`config.mk`:
```
export PLATFORM = sky130hd
export DESIGN_NAME = source_lexer_token_scanner_unit
export DESIGN_NICKNAME = d
export VERILOG_FILES = /design/src/hdl/slts_pkg.sv /design/src/hdl/slts_front.sv /design/src/hdl/slts_queue.sv /design/src/hdl/slts_back.sv /design/src/hdl/source_lexer_token_scanner_unit.sv
export SDC_FILE = /design/constraint.sdc
export NUM_CORES = 1
export LEC_CHECK = 0
export ABC_AREA = 1
export ABC_CLOCK_PERIOD_IN_PS = 13800
export BUFFER_PORTS_ARGS = -buffer_cell sky130_fd_sc_hd__buf_2
export CELL_PAD_IN_SITES_DETAIL_PLACEMENT = 0
export CELL_PAD_IN_SITES_GLOBAL_PLACEMENT = 1
export CORE_MARGIN = 4
export CORE_UTILIZATION = 45
export DETAILED_ROUTE_END_ITERATION = 16
export PLACE_DENSITY = 0.75
export SLEW_MARGIN = 40
export SYNTH_ARGS = -nofsm -noshare
export SYNTH_HDL_FRONTEND = slang
export SYNTH_HIERARCHICAL = 1
export SYNTH_SLANG_ARGS = --single-unit
```
`constraint.sdc`:
```
create_clock -name clk -period 13.8 [get_ports clk]
set_input_delay 2.76 -clock clk [delete_from_list [all_inputs] [get_ports clk]]
set_output_delay 2.76 -clock clk [all_outputs]
set_load 0.02 [all_outputs]
```
`src/hdl/slts_pkg.sv`:
```
// shared types, constants and byte classification for the token scanner
// used by every module of the scanner; depends on nothing
package slts_pkg;

    // position counter width and the fixed result field widths
    localparam int OFFSET_BITS = 16;
    localparam int OUT_OFFSET_BITS = 16;
    localparam int LEN_BITS = 16;
    localparam logic [LEN_BITS-1:0] LEN_MAX = {LEN_BITS{1'b1}};

    // queue between front and back, in result pairs
    localparam int QUEUE_DEPTH = 4;
    localparam int QPTR_BITS = $clog2(QUEUE_DEPTH);
    localparam int QCNT_BITS = $clog2(QUEUE_DEPTH + 1);

    // scan modes
    localparam logic [2:0] MODE_START    = 3'd0;
    localparam logic [2:0] MODE_ATOM     = 3'd1;
    localparam logic [2:0] MODE_COMMENT  = 3'd2;
    localparam logic [2:0] MODE_NUMBER   = 3'd3;
    localparam logic [2:0] MODE_OPERATOR = 3'd4;
    localparam logic [2:0] MODE_STRING   = 3'd5;
    localparam logic [2:0] MODE_VARIABLE = 3'd6;

    // token kinds
    localparam logic [3:0] KIND_ATOM      = 4'd0;
    localparam logic [3:0] KIND_COMMENT   = 4'd1;
    localparam logic [3:0] KIND_NUMBER    = 4'd2;
    localparam logic [3:0] KIND_OPERATOR  = 4'd3;
    localparam logic [3:0] KIND_STRING    = 4'd4;
    localparam logic [3:0] KIND_VARIABLE  = 4'd5;
    localparam logic [3:0] KIND_PAREN     = 4'd6;
    localparam logic [3:0] KIND_SEMICOLON = 4'd7;
    localparam logic [3:0] KIND_ERROR     = 4'd8;

    // byte classes seen from the start state
    localparam logic [3:0] CL_ATOM     = 4'd0;
    localparam logic [3:0] CL_VARIABLE = 4'd1;
    localparam logic [3:0] CL_COMMENT  = 4'd2;
    localparam logic [3:0] CL_OPERATOR = 4'd3;
    localparam logic [3:0] CL_STRING   = 4'd4;
    localparam logic [3:0] CL_NUMBER   = 4'd5;
    localparam logic [3:0] CL_SEMI     = 4'd6;
    localparam logic [3:0] CL_PAREN    = 4'd7;
    localparam logic [3:0] CL_SPACE    = 4'd8;
    localparam logic [3:0] CL_ERROR    = 4'd9;

    typedef struct packed {
        logic [3:0]                 kind;
        logic [OUT_OFFSET_BITS-1:0] offset;
        logic [LEN_BITS-1:0]        length;
    } result_t;

    // results caused by one byte; second is valid only when two is set
    typedef struct packed {
        result_t first;
        result_t second;
        logic    two;
    } pair_t;

    function automatic logic is_lower(input logic [7:0] b);
        return (b >= "a") && (b <= "z");
    endfunction

    function automatic logic is_upper(input logic [7:0] b);
        return (b >= "A") && (b <= "Z");
    endfunction

    function automatic logic is_decimal(input logic [7:0] b);
        return (b >= "0") && (b <= "9");
    endfunction

    function automatic logic is_word(input logic [7:0] b);
        return is_lower(b) || is_upper(b) || is_decimal(b) || (b == "_");
    endfunction

    function automatic logic is_op(input logic [7:0] b);
        logic r;
        unique case (b)
            "+", "-", "/", "*", "=", ":", "?", "!", "@",
            "$", "%", "\\", "|", "^", "&", ">", "<", ",": r = 1'b1;
            default: r = 1'b0;
        endcase
        return r;
    endfunction

    function automatic logic is_space(input logic [7:0] b);
        return (b == " ") || (b == "\n") || (b == "\r") || (b == "\t");
    endfunction

    // class of a byte when no token is pending, first match wins
    function automatic logic [3:0] classify(input logic [7:0] b);
        logic [3:0] c;
        priority if (is_lower(b))                   c = CL_ATOM;
        else if (is_upper(b) || (b == "_"))         c = CL_VARIABLE;
        else if (b == "#")                          c = CL_COMMENT;
        else if (is_op(b))                          c = CL_OPERATOR;
        else if (b == "\"")                         c = CL_STRING;
        else if (is_decimal(b))                     c = CL_NUMBER;
        else if (b == ";")                          c = CL_SEMI;
        else if ((b == "(") || (b == ")") || (b == "{") || (b == "}"))
                                                    c = CL_PAREN;
        else if (is_space(b))                       c = CL_SPACE;
        else                                        c = CL_ERROR;
        return c;
    endfunction

    function automatic logic [3:0] mode_to_kind(input logic [2:0] m);
        logic [3:0] k;
        unique case (m)
            MODE_ATOM:     k = KIND_ATOM;
            MODE_COMMENT:  k = KIND_COMMENT;
            MODE_NUMBER:   k = KIND_NUMBER;
            MODE_OPERATOR: k = KIND_OPERATOR;
            MODE_STRING:   k = KIND_STRING;
            MODE_VARIABLE: k = KIND_VARIABLE;
            default:       k = KIND_ERROR;
        endcase
        return k;
    endfunction

    // low bits of the position counter as reported offset
    function automatic logic [OUT_OFFSET_BITS-1:0] to_offset(
        input logic [OFFSET_BITS-1:0] pos
    );
        logic [31:0] wide;
        wide = 32'(pos);
        return wide[OUT_OFFSET_BITS-1:0];
    endfunction

endpackage

```
`src/hdl/slts_front.sv`:
```
// front end: accepts source beats, runs the scanner state and builds result pairs
// depends on slts_pkg
module slts_front (
    input  logic           clk,
    input  logic           rst_n,
    input  logic           src_valid,
    output logic           src_stall,
    input  logic [7:0]     source_byte,
    input  logic           end_of_stream,
    output logic           push,
    output slts_pkg::pair_t push_data,
    input  logic           full
);
    import slts_pkg::*;

    logic [2:0]             mode_reg, mode_next;
    logic [OFFSET_BITS-1:0] pos_reg, pos_next;
    logic [OFFSET_BITS-1:0] begin_reg, begin_next;
    logic [LEN_BITS-1:0]    cnt_reg, cnt_next;
    logic                   err_reg, err_next;

    logic                   accept;
    logic [3:0]             start_class;
    logic [OFFSET_BITS-1:0] pos_inc;
    logic [LEN_BITS-1:0]    cnt_inc;
    logic                   more;
    logic                   push_any;
    result_t                close_res;

    // start-state pass
    logic                   sp_emit;
    result_t                sp_res;
    logic [2:0]             sp_mode;
    logic [OFFSET_BITS-1:0] sp_begin;
    logic [LEN_BITS-1:0]    sp_cnt;
    logic [OFFSET_BITS-1:0] sp_pos;
    logic                   sp_err;

    assign src_stall = full;
    assign accept    = src_valid && !full;
    assign push      = accept && push_any;

    // what the byte would do with no token pending
    always_comb
    begin
        start_class = classify(source_byte);
        pos_inc     = pos_reg + OFFSET_BITS'(1);
        sp_emit     = 1'b0;
        sp_res      = '{kind: KIND_ERROR, offset: to_offset(pos_reg), length: LEN_BITS'(1)};
        sp_mode     = MODE_START;
        sp_begin    = begin_reg;
        sp_cnt      = cnt_reg;
        sp_pos      = pos_inc;
        sp_err      = 1'b0;
        unique case (start_class)
            CL_ATOM:
            begin
                sp_mode  = MODE_ATOM;
                sp_begin = pos_reg;
                sp_cnt   = LEN_BITS'(1);
            end
            CL_VARIABLE:
            begin
                sp_mode  = MODE_VARIABLE;
                sp_begin = pos_reg;
                sp_cnt   = LEN_BITS'(1);
            end
            CL_COMMENT:
            begin
                sp_mode  = MODE_COMMENT;
                sp_begin = pos_reg;
                sp_cnt   = LEN_BITS'(1);
            end
            CL_OPERATOR:
            begin
                sp_mode  = MODE_OPERATOR;
                sp_begin = pos_reg;
                sp_cnt   = LEN_BITS'(1);
            end
            CL_STRING:
            begin
                sp_mode  = MODE_STRING;
                sp_begin = pos_reg;
                sp_cnt   = LEN_BITS'(1);
            end
            CL_NUMBER:
            begin
                sp_mode  = MODE_NUMBER;
                sp_begin = pos_reg;
                sp_cnt   = LEN_BITS'(1);
            end
            CL_SEMI:
            begin
                sp_emit     = 1'b1;
                sp_res.kind = KIND_SEMICOLON;
            end
            CL_PAREN:
            begin
                sp_emit     = 1'b1;
                sp_res.kind = KIND_PAREN;
            end
            CL_SPACE:
            begin
                sp_mode = MODE_START;
            end
            // unexpected byte: error beat, position held, flag set
            default:
            begin
                sp_emit = 1'b1;
                sp_pos  = pos_reg;
                sp_err  = 1'b1;
            end
        endcase
    end

    // does the pending token go on with this byte
    always_comb
    begin
        unique case (mode_reg)
            MODE_ATOM, MODE_VARIABLE: more = is_word(source_byte);
            MODE_NUMBER:              more = is_decimal(source_byte);
            MODE_OPERATOR:            more = is_op(source_byte);
            MODE_COMMENT:             more = (source_byte != "\n");
            default:                  more = 1'b0;
        endcase
    end

    // scanner step
    always_comb
    begin
        cnt_inc    = (cnt_reg == LEN_MAX) ? cnt_reg : cnt_reg + LEN_BITS'(1);
        close_res  = '{kind: mode_to_kind(mode_reg), offset: to_offset(begin_reg),
                       length: cnt_reg};
        mode_next  = mode_reg;
        pos_next   = pos_reg;
        begin_next = begin_reg;
        cnt_next   = cnt_reg;
        err_next   = err_reg;
        push_any   = 1'b0;
        push_data  = '{first: sp_res, second: sp_res, two: 1'b0};
        priority if (end_of_stream)
        begin
            // flush pending token, then back to reset values
            if ((mode_reg != MODE_START) && !err_reg)
            begin
                push_any        = 1'b1;
                push_data.first = close_res;
            end
            mode_next  = MODE_START;
            pos_next   = '0;
            begin_next = '0;
            cnt_next   = '0;
            err_next   = 1'b0;
        end
        else if (err_reg)
        begin
            push_any = 1'b0;
        end
        else if (mode_reg == MODE_START)
        begin
            push_any   = sp_emit;
            mode_next  = sp_mode;
            pos_next   = sp_pos;
            begin_next = sp_begin;
            cnt_next   = sp_cnt;
            err_next   = sp_err;
        end
        else if (mode_reg == MODE_STRING)
        begin
            // closing quote is part of the string
            cnt_next = cnt_inc;
            pos_next = pos_inc;
            if (source_byte == "\"")
            begin
                push_any        = 1'b1;
                push_data.first = '{kind: KIND_STRING, offset: to_offset(begin_reg),
                                    length: cnt_inc};
                mode_next       = MODE_START;
            end
        end
        else if (more)
        begin
            cnt_next = cnt_inc;
            pos_next = pos_inc;
        end
        else
        begin
            // close the token and look at the byte again from start
            push_any         = 1'b1;
            push_data.first  = close_res;
            push_data.second = sp_res;
            push_data.two    = sp_emit;
            mode_next        = sp_mode;
            pos_next         = sp_pos;
            begin_next       = sp_begin;
            cnt_next         = sp_cnt;
            err_next         = sp_err;
        end
    end

    always_ff @(posedge clk or negedge rst_n)
    begin
        if (!rst_n)
        begin
            mode_reg  <= MODE_START;
            pos_reg   <= '0;
            begin_reg <= '0;
            cnt_reg   <= '0;
            err_reg   <= 1'b0;
        end
        else if (accept)
        begin
            mode_reg  <= mode_next;
            pos_reg   <= pos_next;
            begin_reg <= begin_next;
            cnt_reg   <= cnt_next;
            err_reg   <= err_next;
        end
    end

endmodule

```
`src/hdl/slts_queue.sv`:
```
// short queue of result pairs between the front and back ends
// depends on slts_pkg
module slts_queue (
    input  logic            clk,
    input  logic            rst_n,
    input  logic            push,
    input  slts_pkg::pair_t push_data,
    output logic            full,
    input  logic            pop,
    output slts_pkg::pair_t head,
    output logic            empty
);
    import slts_pkg::*;

    localparam logic [QPTR_BITS-1:0] PTR_LAST = QPTR_BITS'(QUEUE_DEPTH - 1);

    pair_t                slot_reg [QUEUE_DEPTH];
    logic [QPTR_BITS-1:0] wr_ptr_reg, wr_ptr_next;
    logic [QPTR_BITS-1:0] rd_ptr_reg, rd_ptr_next;
    logic [QCNT_BITS-1:0] cnt_reg, cnt_next;
    logic                 do_push, do_pop;

    assign full    = (cnt_reg == QCNT_BITS'(QUEUE_DEPTH));
    assign empty   = (cnt_reg == '0);
    assign do_push = push && !full;
    assign do_pop  = pop && !empty;
    assign head    = slot_reg[rd_ptr_reg];

    // pointer and fill count update
    always_comb
    begin
        wr_ptr_next = wr_ptr_reg;
        rd_ptr_next = rd_ptr_reg;
        cnt_next    = cnt_reg;
        if (do_push)
        begin
            wr_ptr_next = (wr_ptr_reg == PTR_LAST) ? '0 : wr_ptr_reg + QPTR_BITS'(1);
        end
        if (do_pop)
        begin
            rd_ptr_next = (rd_ptr_reg == PTR_LAST) ? '0 : rd_ptr_reg + QPTR_BITS'(1);
        end
        unique case ({do_push, do_pop})
            2'b10:   cnt_next = cnt_reg + QCNT_BITS'(1);
            2'b01:   cnt_next = cnt_reg - QCNT_BITS'(1);
            default: cnt_next = cnt_reg;
        endcase
    end

    always_ff @(posedge clk or negedge rst_n)
    begin
        if (!rst_n)
        begin
            wr_ptr_reg <= '0;
            rd_ptr_reg <= '0;
            cnt_reg    <= '0;
        end
        else
        begin
            wr_ptr_reg <= wr_ptr_next;
            rd_ptr_reg <= rd_ptr_next;
            cnt_reg    <= cnt_next;
        end
    end

    // slot storage
    always_ff @(posedge clk)
    begin
        if (do_push)
        begin
            slot_reg[wr_ptr_reg] <= push_data;
        end
    end

endmodule

```
`src/hdl/slts_back.sv`:
```
// back end: unpacks result pairs into single token beats behind an output register
// depends on slts_pkg
module slts_back (
    input  logic            clk,
    input  logic            rst_n,
    input  slts_pkg::pair_t head,
    input  logic            empty,
    output logic            pop,
    output logic            tok_valid,
    input  logic            tok_stall,
    output logic [3:0]      token_kind,
    output logic [15:0]     token_offset,
    output logic [15:0]     token_length,
    output logic            run_last
);
    import slts_pkg::*;

    logic       half_reg, half_next;
    logic       valid_reg, valid_next;
    result_t    res_reg;
    logic       last_reg;
    logic       load;
    logic       is_last;
    result_t    pick;

    assign load    = !empty && (!valid_reg || !tok_stall);
    assign is_last = !head.two || half_reg;
    assign pick    = half_reg ? head.second : head.first;
    assign pop     = load && is_last;

    // output valid and position inside the head pair
    always_comb
    begin
        half_next  = half_reg;
        valid_next = valid_reg;
        if (load)
        begin
            valid_next = 1'b1;
            half_next  = !is_last;
        end
        else if (!tok_stall)
        begin
            valid_next = 1'b0;
        end
    end

    always_ff @(posedge clk or negedge rst_n)
    begin
        if (!rst_n)
        begin
            half_reg  <= 1'b0;
            valid_reg <= 1'b0;
        end
        else
        begin
            half_reg  <= half_next;
            valid_reg <= valid_next;
        end
    end

    // output payload
    always_ff @(posedge clk)
    begin
        if (load)
        begin
            res_reg  <= pick;
            last_reg <= is_last;
        end
    end

    assign tok_valid    = valid_reg;
    assign token_kind   = res_reg.kind;
    assign token_offset = res_reg.offset;
    assign token_length = res_reg.length;
    assign run_last     = last_reg;

endmodule

```
`src/hdl/source_lexer_token_scanner_unit.sv`:
```
// token scanner top level: front end, result queue and back end
// depends on slts_pkg, slts_front, slts_queue, slts_back
//
// usage
//   source channel (src_valid / src_stall): one beat per source byte, or an
//   end_of_stream beat that flushes the pending token and returns the scanner
//   to its reset state. a byte is taken at every clock edge with src_valid
//   high and src_stall low, so bytes stream in at one per cycle.
//   token channel (tok_valid / tok_stall): one beat per token, with kind,
//   start offset, length and run_last marking the last beat a source beat gave.
//   a source beat gives zero, one or two token beats.
// order and flow
//   the first token beat of a source beat is written into the result queue and
//   then into the output register. the token side moves one beat per cycle
//   while tok_stall is low; a source beat that gives two tokens needs two
//   output beats, and a queue of four result pairs between front and back
//   absorbs that. src_stall rises only while that queue is full.
// reset and stall
//   rst_n clears scanner state, position and sticky error, and empties the
//   queue. while tok_stall is high the output beat holds and the queue fills.
module source_lexer_token_scanner_unit (
    input  logic        clk,
    input  logic        rst_n,
    input  logic        src_valid,
    output logic        src_stall,
    input  logic [7:0]  source_byte,
    input  logic        end_of_stream,
    output logic        tok_valid,
    input  logic        tok_stall,
    output logic [3:0]  token_kind,
    output logic [15:0] token_offset,
    output logic [15:0] token_length,
    output logic        run_last
);
    import slts_pkg::*;

    logic  push;
    pair_t push_data;
    logic  full;
    logic  pop;
    pair_t head;
    logic  empty;

    slts_front u_front (
        .clk           (clk),
        .rst_n         (rst_n),
        .src_valid     (src_valid),
        .src_stall     (src_stall),
        .source_byte   (source_byte),
        .end_of_stream (end_of_stream),
        .push          (push),
        .push_data     (push_data),
        .full          (full)
    );

    slts_queue u_queue (
        .clk       (clk),
        .rst_n     (rst_n),
        .push      (push),
        .push_data (push_data),
        .full      (full),
        .pop       (pop),
        .head      (head),
        .empty     (empty)
    );

    slts_back u_back (
        .clk          (clk),
        .rst_n        (rst_n),
        .head         (head),
        .empty        (empty),
        .pop          (pop),
        .tok_valid    (tok_valid),
        .tok_stall    (tok_stall),
        .token_kind   (token_kind),
        .token_offset (token_offset),
        .token_length (token_length),
        .run_last     (run_last)
    );

endmodule
```
; Word-level counts from Yosys, hierarchy flattened
; Memory sizes are Yosys's and may differ from the RTL's.
; Cells that the tools add are included.
; Widths: inputs -> output; s select.
[totals]
reg_bits = 98
latchBits = 0
ram_bits = 292
mem_bits_ro = 0
n_memories = 1
[mem_list]
columns = name, words, width, rd, rd_ports_with_merged_regs, write_ports, line
row1 = u_queue.slot_reg, 4, 73, 1, 0, 1, slts_queue.sv:17  ; pair_t slot_reg [QUEUE_DEPTH];
[classes]
addsub = 6
n_mul = 0
n_div = 0
n_lt_le_gt_ge = 6
n_eq_ne = 57
shifts = 0
n_mux = 73
bitwise = 0
n_reduce_logical = 42
[op_table]
columns = op, count
row1 = $mux 16, 19
row2 = $mux 73, 3
row3 = $mux 36, 5
row4 = $eq 8x6->1 const B, 20
row5 = $mux 37, 2
row6 = $eq 8x7->1 const B, 8
row7 = $add 16x1->16 const B, 2
row8 = $mux 4, 8
row9 = $pmux 4 s6, 1
row10 = $mux 1, 23
row11 = $mux 3, 6
row12 = $pmux 3 s6, 1
row13 = $reduce_or 18->1, 1
row14 = $eq 16x16->1 const B, 1
row15 = $eq 4x3->1 const B, 4
row16 = $eq 8x4->1 const B, 2
row17 = $ge 8x7->1 const B, 2
row18 = $le 8x7->1 const B, 2
row19 = $eq 3x3->1 const B, 4
row20 = $logic_or 1x1->1, 12
row21 = $logic_and 1x1->1, 10
row22 = $reduce_or 9->1, 1
row23 = $eq 4x2->1 const B, 2
row24 = $ge 8x6->1 const B, 1
row25 = other kinds (31), 44

; Longest topological paths before layout
; Gate-level depths: netlist of run 1.
[depth]
ltp_word = 23
mapped_depth = 24

; Modules after synthesis
; Netlist of run 1, hierarchy kept.
[modules_own_cells]
columns = module, n_inst, cells_per_inst, area_each_um2
row1 = slts_queue, 1, 912, 12170.4
row2 = slts_front, 1, 866, 5138.7
row3 = slts_back, 1, 167, 1669.1

; Worst setup path before layout of run 1
; Ideal clock, no wire load.
[synth_timing]
path_type = input -> register
from = input source_byte[7]
to = memory u_queue/slot_reg[0][0] (netlist name) (enable)
arrival_ps = 7272
required_ps = 13295
setup_slack_ps = 6023
cell_stages = 13
path_buffers = 0
path_cell_list = nor2_1 -> nand3_1 -> inv_1 -> nand2_1 -> nand3_2 -> nor2_1 -> nand4_1 -> nor2_1 -> nor2_4 -> o21ai_0 -> a21oi_1 -> nand2_1 -> nor2_1
[synth_between]
elab_chain_cells = 23
elab_cells_between_ends = 84
[synth_rtl]
columns = item, line
row1 = "start, declared", source_lexer_token_scanner_unit.sv:26  ; input logic [7:0] source_byte,
row2 = $eq 8x6->1 / $eq 8x4->1 (equally long branches), slts_pkg.sv:88  ; return (b == " ") || (b == "\n") || (b == "\r") || (b == "\t");
row3 = $logic_or 1x1->1 (3 in a row), slts_pkg.sv:88
row4 = $mux 1, slts_pkg.sv:103  ; else if (is_space(b)) c = CL_SPACE;
row5 = $mux 4, slts_pkg.sv:101  ; else if ((b == "(") || (b == ")") || (b == "{") || (b == "}"))
row6 = $mux 4, slts_pkg.sv:100  ; else if (b == ";") c = CL_SEMI;
row7 = $mux 4, slts_pkg.sv:99  ; else if (is_decimal(b)) c = CL_NUMBER;
row8 = $mux 4, slts_pkg.sv:98  ; else if (b == "\"") c = CL_STRING;
row9 = $mux 4, slts_pkg.sv:97  ; else if (is_op(b)) c = CL_OPERATOR;
row10 = [6 not listed], --
row11 = $mux 1 (*), slts_front.sv:159  ; else if (mode_reg == MODE_START)
row12 = $mux 1 (*), slts_front.sv:155  ; else if (err_reg)
row13 = $mux 1 (*), slts_front.sv:141  ; priority if (end_of_stream)
row14 = $logic_and 1x1->1 (*), slts_front.sv:41  ; assign push = accept && push_any;
row15 = net push, source_lexer_token_scanner_unit.sv:37  ; logic push;
row16 = $logic_and 1x1->1 (*), slts_queue.sv:25  ; assign do_push = push && !full;
row17 = $mux 1 (*), slts_queue.sv:69  ; if (do_push)
row18 = $mux 1 (not written as such) (*), slts_queue.sv:71  ; slot_reg[wr_ptr_reg] <= push_data;
row19 = "end, declared", slts_queue.sv:17
; Mark *: on every way through the listed nets, which the timed path passes. The rest lies on a longest branch. The select of a mux whose other input is x is not followed.

; Final worst setup path of run 1
[layout_timing]
from = input source_byte[1]
to = memory u_queue/slot_reg[0][12] (netlist name) (enable)
; Same word-level chain as after synthesis.

==> flow_metrics.env, run 1 <==
export IMPL_outcome="finished, final reports clean"
export IMPL_clock_sinks=390
export IMPL_rsz0062_at_grt="no"
export IMPL_crit_type="primary input to flip-flop"
export IMPL_clock_path_buffers=3
export IMPL_grt_pass1_wl_um=67360
export IMPL_pin_count=52
export IMPL_power_density_nw_per_um2=186.0
export IMPL_cts_hold_buffers=0
export IMPL_drtIter0Drc=1044
export IMPL_ys_types=43
export IMPL_ir_drop_mv=0.09416
export IMPL_largest_reg_flops=292
export IMPL_antenna_found_initial=0
export IMPL_worstPathCellList="buf_2, inv_2, nand2_2, nor2_2, nand2_1, nand3_1, nand2_2, nor2_4, nor2_1, nor2_4, nand2_4, inv_1, nand2_1, nand2_1, inv_1, a21oi_1, nand2_1, nor2_4, buf_4"
export IMPL_yosys_area_top_type="edfxtp_1"
export IMPL_syn_area_per_cell_sq_um=9.757
export IMPL_crit_top_cell="nand2_1"
export IMPL_dieArea_sq_um=45520
export IMPL_grt_max_degree=125
export IMPL_yosysTopAreaCellShare_pct=52.06
export IMPL_syn_cell_area_sq_um=18980
export IMPL_ys_flop_type="edfxtp_1"
export IMPL_grt_overflow=0
export IMPL_startpoint="source_byte[1]"
export IMPL_ant_nets=0
export IMPL_post_cts_resized=0
export IMPL_wl_um=42200
export IMPL_achievable_frequency_mhz=156.3
export IMPL_post_route_period_util_pct=46.37
export IMPL_worstSkewPairLatency_ps=540
export IMPL_core_sq_um=41290
export IMPL_htreeDepth=2
export IMPL_setup_viol=0
export IMPL_ys_top_cells_by_count="628 x nand2_1, 329 x edfxtp_1, 237 x inv_1"
export IMPL_yosys_warnings=6
export IMPL_synth_edf_count=329
export IMPL_layout_drive_gt1_share_pct=9.118
export IMPL_final_nets=1976
export IMPL_initial_utilization_pct=45.96
export IMPL_worstMarginPinSlew_ps=864.5
export IMPL_ys_top_cells_by_area="edfxtp_1 52%, nand2_1 12%, dfrtp_1 8.0%"
export IMPL_cp_max_fo=53
export IMPL_track_usage_pct=18.70
export IMPL_route_detailed_drc=0
export IMPL_postSynthCellCount=1945
export IMPL_slew_headroom_pct=41.76
export IMPL_utilization_pct=50.00
export IMPL_die_h_um=213.4
export IMPL_portBuffers=51
export IMPL_layout_min_cycle_time_ps=6400
export IMPL_rr_startpoint="u_front/mode_reg[2]$_DFFE_PN0P_"
export IMPL_wire_per_inst_um=16.77
export IMPL_place_congestion=0.8338
export IMPL_finalHoldViolations=0
export IMPL_slowest_stage="buf_4"
export IMPL_cp_required_ps=13960
export IMPL_yosys_register_bits=390
export IMPL_endpoint_kind="flip-flop"
export IMPL_cp_start_kind="primary input"
export IMPL_hold_class="flip-flop to flip-flop"
export IMPL_cts_buffers=41
export IMPL_cap_violations=0
export IMPL_synth_seq_area_share_pct=60.10
export IMPL_tns_ps=0
export IMPL_leakagePower_nw=8.422
export IMPL_critPathTopFamily="simple AND/OR/NAND/NOR gates"
export IMPL_via_per_inst=5.152
export IMPL_skew_ps=10.01
export IMPL_reg2reg_slack_ps=9400
export IMPL_cp_arrival_ps=6560
export IMPL_area_growth_pct=8.788
export IMPL_antenna_cells=0
export IMPL_cts_post_setup_buffers_inserted=0
export IMPL_yosys_cell_count_top_type="nand2_1"
export IMPL_slowest_delay_ps=750
export IMPL_crit_buf_inv=5
export IMPL_root_buffer="clkbuf_16"
export IMPL_hp_start="u_queue/cnt_reg[0]$_DFFE_PN0P_"
export IMPL_dp_hpwl_um=25350
export IMPL_detailroute_via_count=12968
export IMPL_die_w_um=213.4
export IMPL_synth_async_reset_ratio_pct=15.64
export IMPL_fp_row_count=74
export IMPL_finalMaxSlewViolations=0
export IMPL_grt_pass1_vias=12320
export IMPL_firstDrtPassIters=7
export IMPL_path_clk_slew_ps=60
export IMPL_cts_tree="built"
-- metal layers --
metal	wire length, um	track usage [%]
met4	592	3.928
met1	20210	28.01
met5	0	0
met3	2469	2.546
met2	18930	29.57
-- worst paths after layout --
path,depth (start not counted),end
min in group asynchronous,2,u_front/cnt_reg[11]$_DFFE_PN0P_
min,1,u_queue/cnt_reg[0]$_DFFE_PN0P_
max in group asynchronous,2,u_queue/rd_ptr_reg[1]$_DFFE_PN0P_
max,19,u_queue/slot_reg[0][12]$_DFFE_PP_
max reg2reg,13,u_queue/slot_reg[0][12]$_DFFE_PP_
min reg2reg,1,u_queue/cnt_reg[0]$_DFFE_PN0P_
-- cells by family after synthesis --
logic type	after synthesis	share of synthesized area, %
flops	390	60.10
fa+ha+maj	9	0.6329
compound gates	285	10.11
other cells	2	0.03957
buf+inv	361	9.098
xor+xnor	16	0.7384
simple gates	882	19.28
-- through the flow --
stage	total power (W)	instances	cell area [sq um]	worst slack, ps	hold slack, ps
final	0.003840	2517	20650	7400	478.8
after CTS	0.003872	2516	20610	7367	480.2
after detailed placement	0.002818	2442	19330	6785	467.7
after global routing	0.004096	2517	20650	7017	494.2
after global placement	0.002797	2442	19300	6809	462.2
after floorplan	0.002556	1959	19030	6023	446.5
-- layout by cell type (no fill, tap or decap), types with 4 or more instances in the layout --
| cell | count |
|---|---|
| nand2_1 | 628 |
| edfxtp_1 | 329 |
| inv_1 | 237 |
| o211ai_1 | 141 |
| nand3_1 | 116 |
| o21ai_0 | 90 |
| nor2_1 | 81 |
| dfrtp_1 | 59 |
| buf_2 | 51 |
| clkbuf_16 | 41 |
| a22oi_1 | 16 |
| conb_1 | 16 |
| xor2_1 | 15 |
| a21oi_1 | 12 |
| clkinv_1 | 10 |
| nand4_1 | 10 |
| o211ai_2 | 10 |
| clkinv_2 | 9 |
| nor2_4 | 9 |
| nor2_2 | 8 |
| inv_2 | 8 |
| nor3_1 | 8 |
| ha_1 | 8 |
| buf_4 | 7 |
| clkbuf_1 | 6 |
| buf_6 | 6 |
| o22ai_1 | 6 |
| nand2_2 | 5 |
| o21ai_1 | 4 |
-- report_power, final --
group / internal (W) / switching (W)
Sequential: 0.00152 / 0.000124
Combinational: 0.000335 / 0.000814
Clock: 0.000604 / 0.000446
-- final cells by class --
class                           instances  area [sq um]
Sequential cell                       390         11410
Inverter                              247         929.6
Timing Repair Buffer                   66         416.7
Clock buffer                           47          1049
Multi-Input combinational cell       1208          5938
Fill cell                            3724         20650
Tap cell                              532         665.6
Clock inverter                         27         234.0
(Power assumes the default switching activity.)
==> run 2, diff against run 1 <==
--- a/config.mk
+++ b/config.mk
@@ -5,15 +5,15 @@
 export SDC_FILE = /design/constraint.sdc
 export NUM_CORES = 1
 export LEC_CHECK = 0
-export ABC_AREA = 1
-export ABC_CLOCK_PERIOD_IN_PS = 13800
+export ABC_AREA = 0
+export ABC_CLOCK_PERIOD_IN_PS = 5200
 export BUFFER_PORTS_ARGS = -buffer_cell sky130_fd_sc_hd__buf_2
 export CELL_PAD_IN_SITES_DETAIL_PLACEMENT = 0
 export CELL_PAD_IN_SITES_GLOBAL_PLACEMENT = 1
 export CORE_MARGIN = 4
 export CORE_UTILIZATION = 45
 export DETAILED_ROUTE_END_ITERATION = 16
-export PLACE_DENSITY = 0.75
+export PLACE_DENSITY = 0.73
 export SLEW_MARGIN = 40
 export SYNTH_ARGS = -nofsm -noshare
 export SYNTH_HDL_FRONTEND = slang
==> constraint.sdc (replaced) <==
create_clock -name clk -period 5.2 [get_ports clk]
set_input_delay 1.04 -clock clk [delete_from_list [all_inputs] [get_ports clk]]
set_output_delay 1.04 -clock clk [all_outputs]
set_load 0.02 [all_outputs]
==> flow_metrics.env, run 2 <==
export IMPL_power_density_nw_per_um2=502.9
export IMPL_ir_drop_mv=0.3759
export IMPL_root_buffer="clkbuf_16"
export IMPL_ys_flop_type="edfxtp_1"
export IMPL_path_clk_slew_ps=60
export IMPL_clock_sinks=390
export IMPL_largest_reg_flops=292
export IMPL_p_clk_share_pct=28.3
export IMPL_post_cts_resized=0
export IMPL_initial_utilization_pct=45.98
export IMPL_slowest_delay_ps=520
export IMPL_final_common_cell="edfxtp_1"
export IMPL_antenna_cells=0
export IMPL_die_h_um=202.1
export IMPL_post_route_period_util_pct=76.42
export IMPL_multiInputGateArea_sq_um=5102
export IMPL_seqCellArea_sq_um=11410
export IMPL_tns_ps=0
export IMPL_worstMarginPinSlew_ps=830.6
export IMPL_drtIter0Drc=883
export IMPL_core_sq_um=36870
export IMPL_yosysTopAreaCellShare_pct=58.27
export IMPL_sequentialPowerShare_pct=44.2
export IMPL_yosys_cell_count_top_type="edfxtp_1"
export IMPL_firstDrtPassIters=6
export IMPL_cp_required_ps=5660
export IMPL_combPwrFrac_pct=27.5
export IMPL_ys_top_cells_by_area="edfxtp_1 58%, mux4_2 9.7%, dfrtp_1 9.0%"
export IMPL_leakagePower_nw=6.462
export IMPL_skew_ps=12.98
export IMPL_yosys_warnings=6
export IMPL_whs_ps=498.8
export IMPL_hold_class="primary input to asynchronous set/reset pin"
export IMPL_layout_min_cycle_time_ps=3974
export IMPL_clock_path_buffers=3
export IMPL_p_int_w=0.006726
export IMPL_yosys_area_top_type="edfxtp_1"
export IMPL_ys_top_cells_by_count="329 x edfxtp_1, 77 x nand2_1, 73 x mux4_2"
export IMPL_dp_hpwl_um=21680
export IMPL_slowest_stage="or3b_2"
export IMPL_detailroute_via_count=9339
export IMPL_crit_buf_inv=3
export IMPL_route_detailed_drc=0
export IMPL_switching_power_w=0.002799
export IMPL_wl_um=34830
export IMPL_ys_types=76
export IMPL_finalMaxSlewViolations=0
export IMPL_layout_drive_gt1_share_pct=25.15
export IMPL_track_usage_pct=17.06
export IMPL_final_cell_mix="329 x edfxtp_1, 77 x nand2_1, 73 x mux4_2"
export IMPL_dieArea_sq_um=40850
export IMPL_grt_pass1_wl_um=54920
export IMPL_slew_headroom_pct=44.15
export IMPL_antenna_found_initial=0
export IMPL_cp_start_kind="primary input"
export IMPL_htreeDepth=2
export IMPL_worstSkewPairLatency_ps=540
export IMPL_cp_arrival_ps=4430
export IMPL_outcome="finished, final reports clean"
export IMPL_yosys_register_bits=390
export IMPL_fp_row_count=70
export IMPL_synth_async_reset_ratio_pct=15.64
export IMPL_cts_post_setup_buffers_inserted=0
export IMPL_pin_count=52
export IMPL_die_w_um=202.1
export IMPL_achievable_frequency_mhz=251.7
export IMPL_grt_pass1_vias=9396
export IMPL_fillerInstances=2999
export IMPL_via_per_inst=5.705
export IMPL_cts_tree="built"
export IMPL_cts_hold_buffers=0
export IMPL_grt_max_degree=43
export IMPL_finalHoldViolations=0
export IMPL_wire_per_inst_um=21.28
export IMPL_critPathTopFamily="simple AND/OR/NAND/NOR gates"
export IMPL_grt_overflow=0
export IMPL_syn_cell_area_sq_um=16960
export IMPL_final_nets=1125
export IMPL_cts_buffers=39
export IMPL_synth_seq_area_share_pct=67.27
export IMPL_syn_area_per_cell_sq_um=16.15
export IMPL_sw_frac_of_total_pct=29.39
export IMPL_setup_viol=0
export IMPL_endpoint_kind="flip-flop"
export IMPL_worstPathCellList="buf_2, or3b_2, nor3_1, o21bai_1, nor4_2, a21oi_1, nor4b_1, o21a_1, and2_4, inv_1, ha_1, inv_1, fa_1, xor2_1, nor2_1, xor2_1"
export IMPL_postSynthCellCount=1050
export IMPL_rsz0062_at_grt="no"
export IMPL_area_growth_pct=11.72
export IMPL_ant_nets=0
export IMPL_synth_edf_count=329
export IMPL_portBuffers=51
export IMPL_place_congestion=0.8539
export IMPL_crit_type="primary input to flip-flop"
export IMPL_cap_violations=0
export IMPL_cp_max_fo=14
run 2: cell count changes in the layout (fill, tap and decap cells not counted), moves of 12 or more:
cell / delta
nand2_1: -551
inv_1: -216
o211ai_1: -131
nand3_1: -91
mux4_2: +73
o21ai_0: -57
nor2_1: -45
mux2_2: +34
mux2_4: +21
a21oi_1: +16
a31oi_1: +16
buf_4: +12
xor2_1: -12
run 2: layout make-up:
class,instances,share of cell area (%)
tap,504,3.329
clock inverter,12,0.6539
inverter,21,0.4161
sequential,390,60.26
clock buffer,59,5.819
multi-input combinational,576,26.94
timing repair buffer,75,2.583
run 2: logic make-up after synthesis:
group | after synthesis | share of synthesized area, %
xor+xnor | 5 | 0.2583
buf+inv | 98 | 3.181
simple gates | 228 | 6.974
compound gates | 185 | 7.453
flops | 390 | 67.27
fa+ha+maj | 9 | 0.7085
other cells | 2 | 0.04429
mux | 133 | 14.11
run 2: layer usage:
layer | vias up | GRT usage (%) | routed length (um)
met2 | 276 | 26.94 | 16220
met4 | 0 | 4.607 | 713
met1 | 4786 | 25.12 | 16190
met3 | 48 | 2.567 | 1708
li1 | 4229 | - | -
met5 | - | 0 | 0
run 2: path summary, 6_finish.rpt:
check	from	end	slack, ps	depth (start not counted)
setup / recovery	source_byte[5]	u_queue/cnt_reg[2]$_DFFE_PN0P_	1230	16
hold / removal	rst_n	u_front/pos_reg[7]$_DFFE_PN0P_	500	1
setup reg to reg	u_front/mode_reg[0]$_DFFE_PN0P_	u_queue/cnt_reg[2]$_DFFE_PN0P_	1770	15
hold reg to reg	u_queue/cnt_reg[2]$_DFFE_PN0P_	u_queue/cnt_reg[2]$_DFFE_PN0P_	500	1
max in group asynchronous	rst_n	u_queue/rd_ptr_reg[1]$_DFFE_PN0P_	3650	2
min in group clk	u_queue/cnt_reg[2]$_DFFE_PN0P_	u_queue/cnt_reg[2]$_DFFE_PN0P_	500	1
run 2: metrics by stage:
| step | utilization (%) | area (sq um) | total power (W) | instances | worst slack (ps) |
|---|---|---|---|---|---|
| floorplan | - | 17010 | 0.006214 | 1064 | 741.1 |
| CTS | 51.34 | 18930 | 0.009641 | 1637 | 1316 |
| detailed placement | 48.01 | 17700 | 0.006938 | 1566 | 748.0 |
| global route | 51.37 | 18940 | 0.009991 | 1637 | 992.6 |
| finish | 51.37 | 18940 | 0.009525 | 1637 | 1226 |
| global placement | 48.00 | 17700 | 0.006903 | 1566 | 844.1 |
run 2: power groups by stage:
stage	Sequential [W]	Clock (W)	Combinational, W
global placement	0.00426	0	0.00264
detailed placement	0.00428	0	0.00266
global route	0.00426	0.00290	0.00283
floorplan	0.00437	0	0.00185
CTS	0.00422	0.00275	0.00267
finish	0.00421	0.00269	0.00262
==> run 3, diff against run 2 <==
--- a/config.mk
+++ b/config.mk
@@ -6,7 +6,7 @@
 export NUM_CORES = 1
 export LEC_CHECK = 0
 export ABC_AREA = 0
-export ABC_CLOCK_PERIOD_IN_PS = 5200
+export ABC_CLOCK_PERIOD_IN_PS = 3550
 export BUFFER_PORTS_ARGS = -buffer_cell sky130_fd_sc_hd__buf_2
 export CELL_PAD_IN_SITES_DETAIL_PLACEMENT = 0
 export CELL_PAD_IN_SITES_GLOBAL_PLACEMENT = 1
==> constraint.sdc (replaced) <==
create_clock -name clk -period 3.55 [get_ports clk]
set_input_delay 0.71 -clock clk [delete_from_list [all_inputs] [get_ports clk]]
set_output_delay 0.71 -clock clk [all_outputs]
set_load 0.02 [all_outputs]
==> flow_metrics.env, run 3 (synthesized netlist as in run 2, its figures left out) <==
export IMPL_grt_pass1_vias=9660
export IMPL_initial_utilization_pct=45.98
export IMPL_grt_overflow=0
export IMPL_endpoint_kind="flip-flop"
export IMPL_crit_type="primary input to flip-flop"
export IMPL_cap_violations=0
export IMPL_dp_hpwl_um=21240
export IMPL_grt_max_degree=76
export IMPL_dp_slack_ps=-151.4
export IMPL_rsz0062_at_grt="no"
export IMPL_rr_startpoint="u_front/mode_reg[1]$_DFFE_PN0P_"
export IMPL_final_nets=1179
export IMPL_route_detailed_drc=0
export IMPL_reg2reg_depth=14
export IMPL_finalHoldViolations=0
export IMPL_die_w_um=202.1
export IMPL_cts_tree="built"
export IMPL_track_usage_pct=16.79
export IMPL_largest_reg_flops=292
export IMPL_cp_required_ps=3980
export IMPL_cts_hold_buffers=0
export IMPL_grt_pass1_wl_um=54790
export IMPL_ant_nets=0
export IMPL_cts_post_setup_buffers_inserted=0
export IMPL_power_density_nw_per_um2=720.9
export IMPL_firstDrtPassIters=5
export IMPL_outcome="finished, final reports clean"
export IMPL_htreeDepth=2
export IMPL_fin_ws_ps=362.0
export IMPL_antenna_found_initial=1
export IMPL_detailroute_via_count=9509
export IMPL_seqCellArea_sq_um=11410
export IMPL_portBuffers=51
export IMPL_root_buffer="clkbuf_16"
export IMPL_final_cell_mix="329 x edfxtp_1, 77 x nand2_1, 73 x mux4_2"
export IMPL_finalMaxSlewViolations=0
export IMPL_drtIter0Drc=751
export IMPL_worstSkewPairLatency_ps=520
export IMPL_path_clk_slew_ps=60
export IMPL_fp_row_count=70
export IMPL_achievable_frequency_mhz=313.7
export IMPL_startpoint="source_byte[5]"
export IMPL_worstMarginPinSlew_ps=805.3
export IMPL_post_cts_resized=0
export IMPL_ir_drop_mv=0.6965
export IMPL_pin_count=52
export IMPL_via_per_inst=5.627
export IMPL_setup_viol=0
export IMPL_area_growth_pct=15.02
export IMPL_cp_arrival_ps=3620
export IMPL_die_h_um=202.1
export IMPL_wl_um=33730
export IMPL_place_inst=1620
export IMPL_core_sq_um=36870
export IMPL_leakagePower_nw=6.763
export IMPL_antenna_cells=0
export IMPL_post_route_period_util_pct=89.80
export IMPL_slew_headroom_pct=46.31
export IMPL_final_common_cell="edfxtp_1"
export IMPL_place_congestion=0.8414
export IMPL_hold_class="primary input to asynchronous set/reset pin"
export IMPL_fillerInstances=2909
export IMPL_clock_path_buffers=3
export IMPL_skew_ps=19.77
export IMPL_cp_max_fo=6
export IMPL_whs_ps=252.7
export IMPL_dieArea_sq_um=40850
export IMPL_power_total_w=0.01406
export IMPL_cp_start_kind="primary input"
export IMPL_wire_per_inst_um=19.96
export IMPL_clock_sinks=390
export IMPL_tns_ps=0
export IMPL_layout_drive_gt1_share_pct=28.41
export IMPL_multiInputGateArea_sq_um=5101
export IMPL_layout_min_cycle_time_ps=3188
export IMPL_layoutNonFillerInstCount=1690
export IMPL_cts_buffers=39
[run 3: final timing paths]
path | slack, ps | to
max in group asynchronous | 2520 | u_front/begin_reg[3]$_DFFE_PN0P_
setup / recovery | 360 | u_queue/cnt_reg[2]$_DFFE_PN0P_
min in group clk | 480 | u_back/tok_valid$_DFFE_PN0P_
hold reg to reg | 500 | u_queue/cnt_reg[2]$_DFFE_PN0P_
setup reg to reg | 440 | u_queue/cnt_reg[2]$_DFFE_PN0P_
hold / removal | 250 | u_front/cnt_reg[3]$_DFFE_PN0P_
[run 3: layout make-up]
cell class              count  area share, %
multi-input cells         576          26.16
flip-flops and latches    390          58.52
inverters                  21         0.4042
well taps                 504          3.234
clock buffers              54          5.345
clock inverters            16         0.9175
repair buffers            129          5.422
[run 3: power by group]
group	internal, W	switching, W	leakage, nW
combinational	0.00189	0.00219	2.36
sequential	0.00581	0.000237	3.81
clock	0.00234	0.00158	0.591
total	0.0100	0.00401	6.76
[run 3: metal layers]
| metal | vias up | track usage (%) | share of wire [%] |
|---|---|---|---|
| met5 | - | 0 | 0.021 |
| met4 | 2 | 4.510 | 2.1 |
| met3 | 45 | 2.583 | 5.2 |
| met2 | 237 | 26.58 | 46 |
| met1 | 4878 | 24.65 | 46 |
| li1 | 4347 | - | - |
[run 3: metrics by stage]
stage	instance area, sq um	utilization [%]
CTS	19500	52.89
detailed placement	18280	49.58
finish	19500	52.89
floorplan	17050	-
global placement	18280	49.57
global route	19500	52.89
[run 3: critical path, stage by stage]
cell	delay [ps]
buf_2	140
or3b_2	520
nor3_1	240
o21bai_1	200
nor4_2	90
a21oi_1	230
nor4b_1	80
o21a_1	250
and2_4	160
inv_2	60
ha_4	130
inv_2	30
fa_1	360
xor2_1	150
nor2_1	110
xor2_1	150
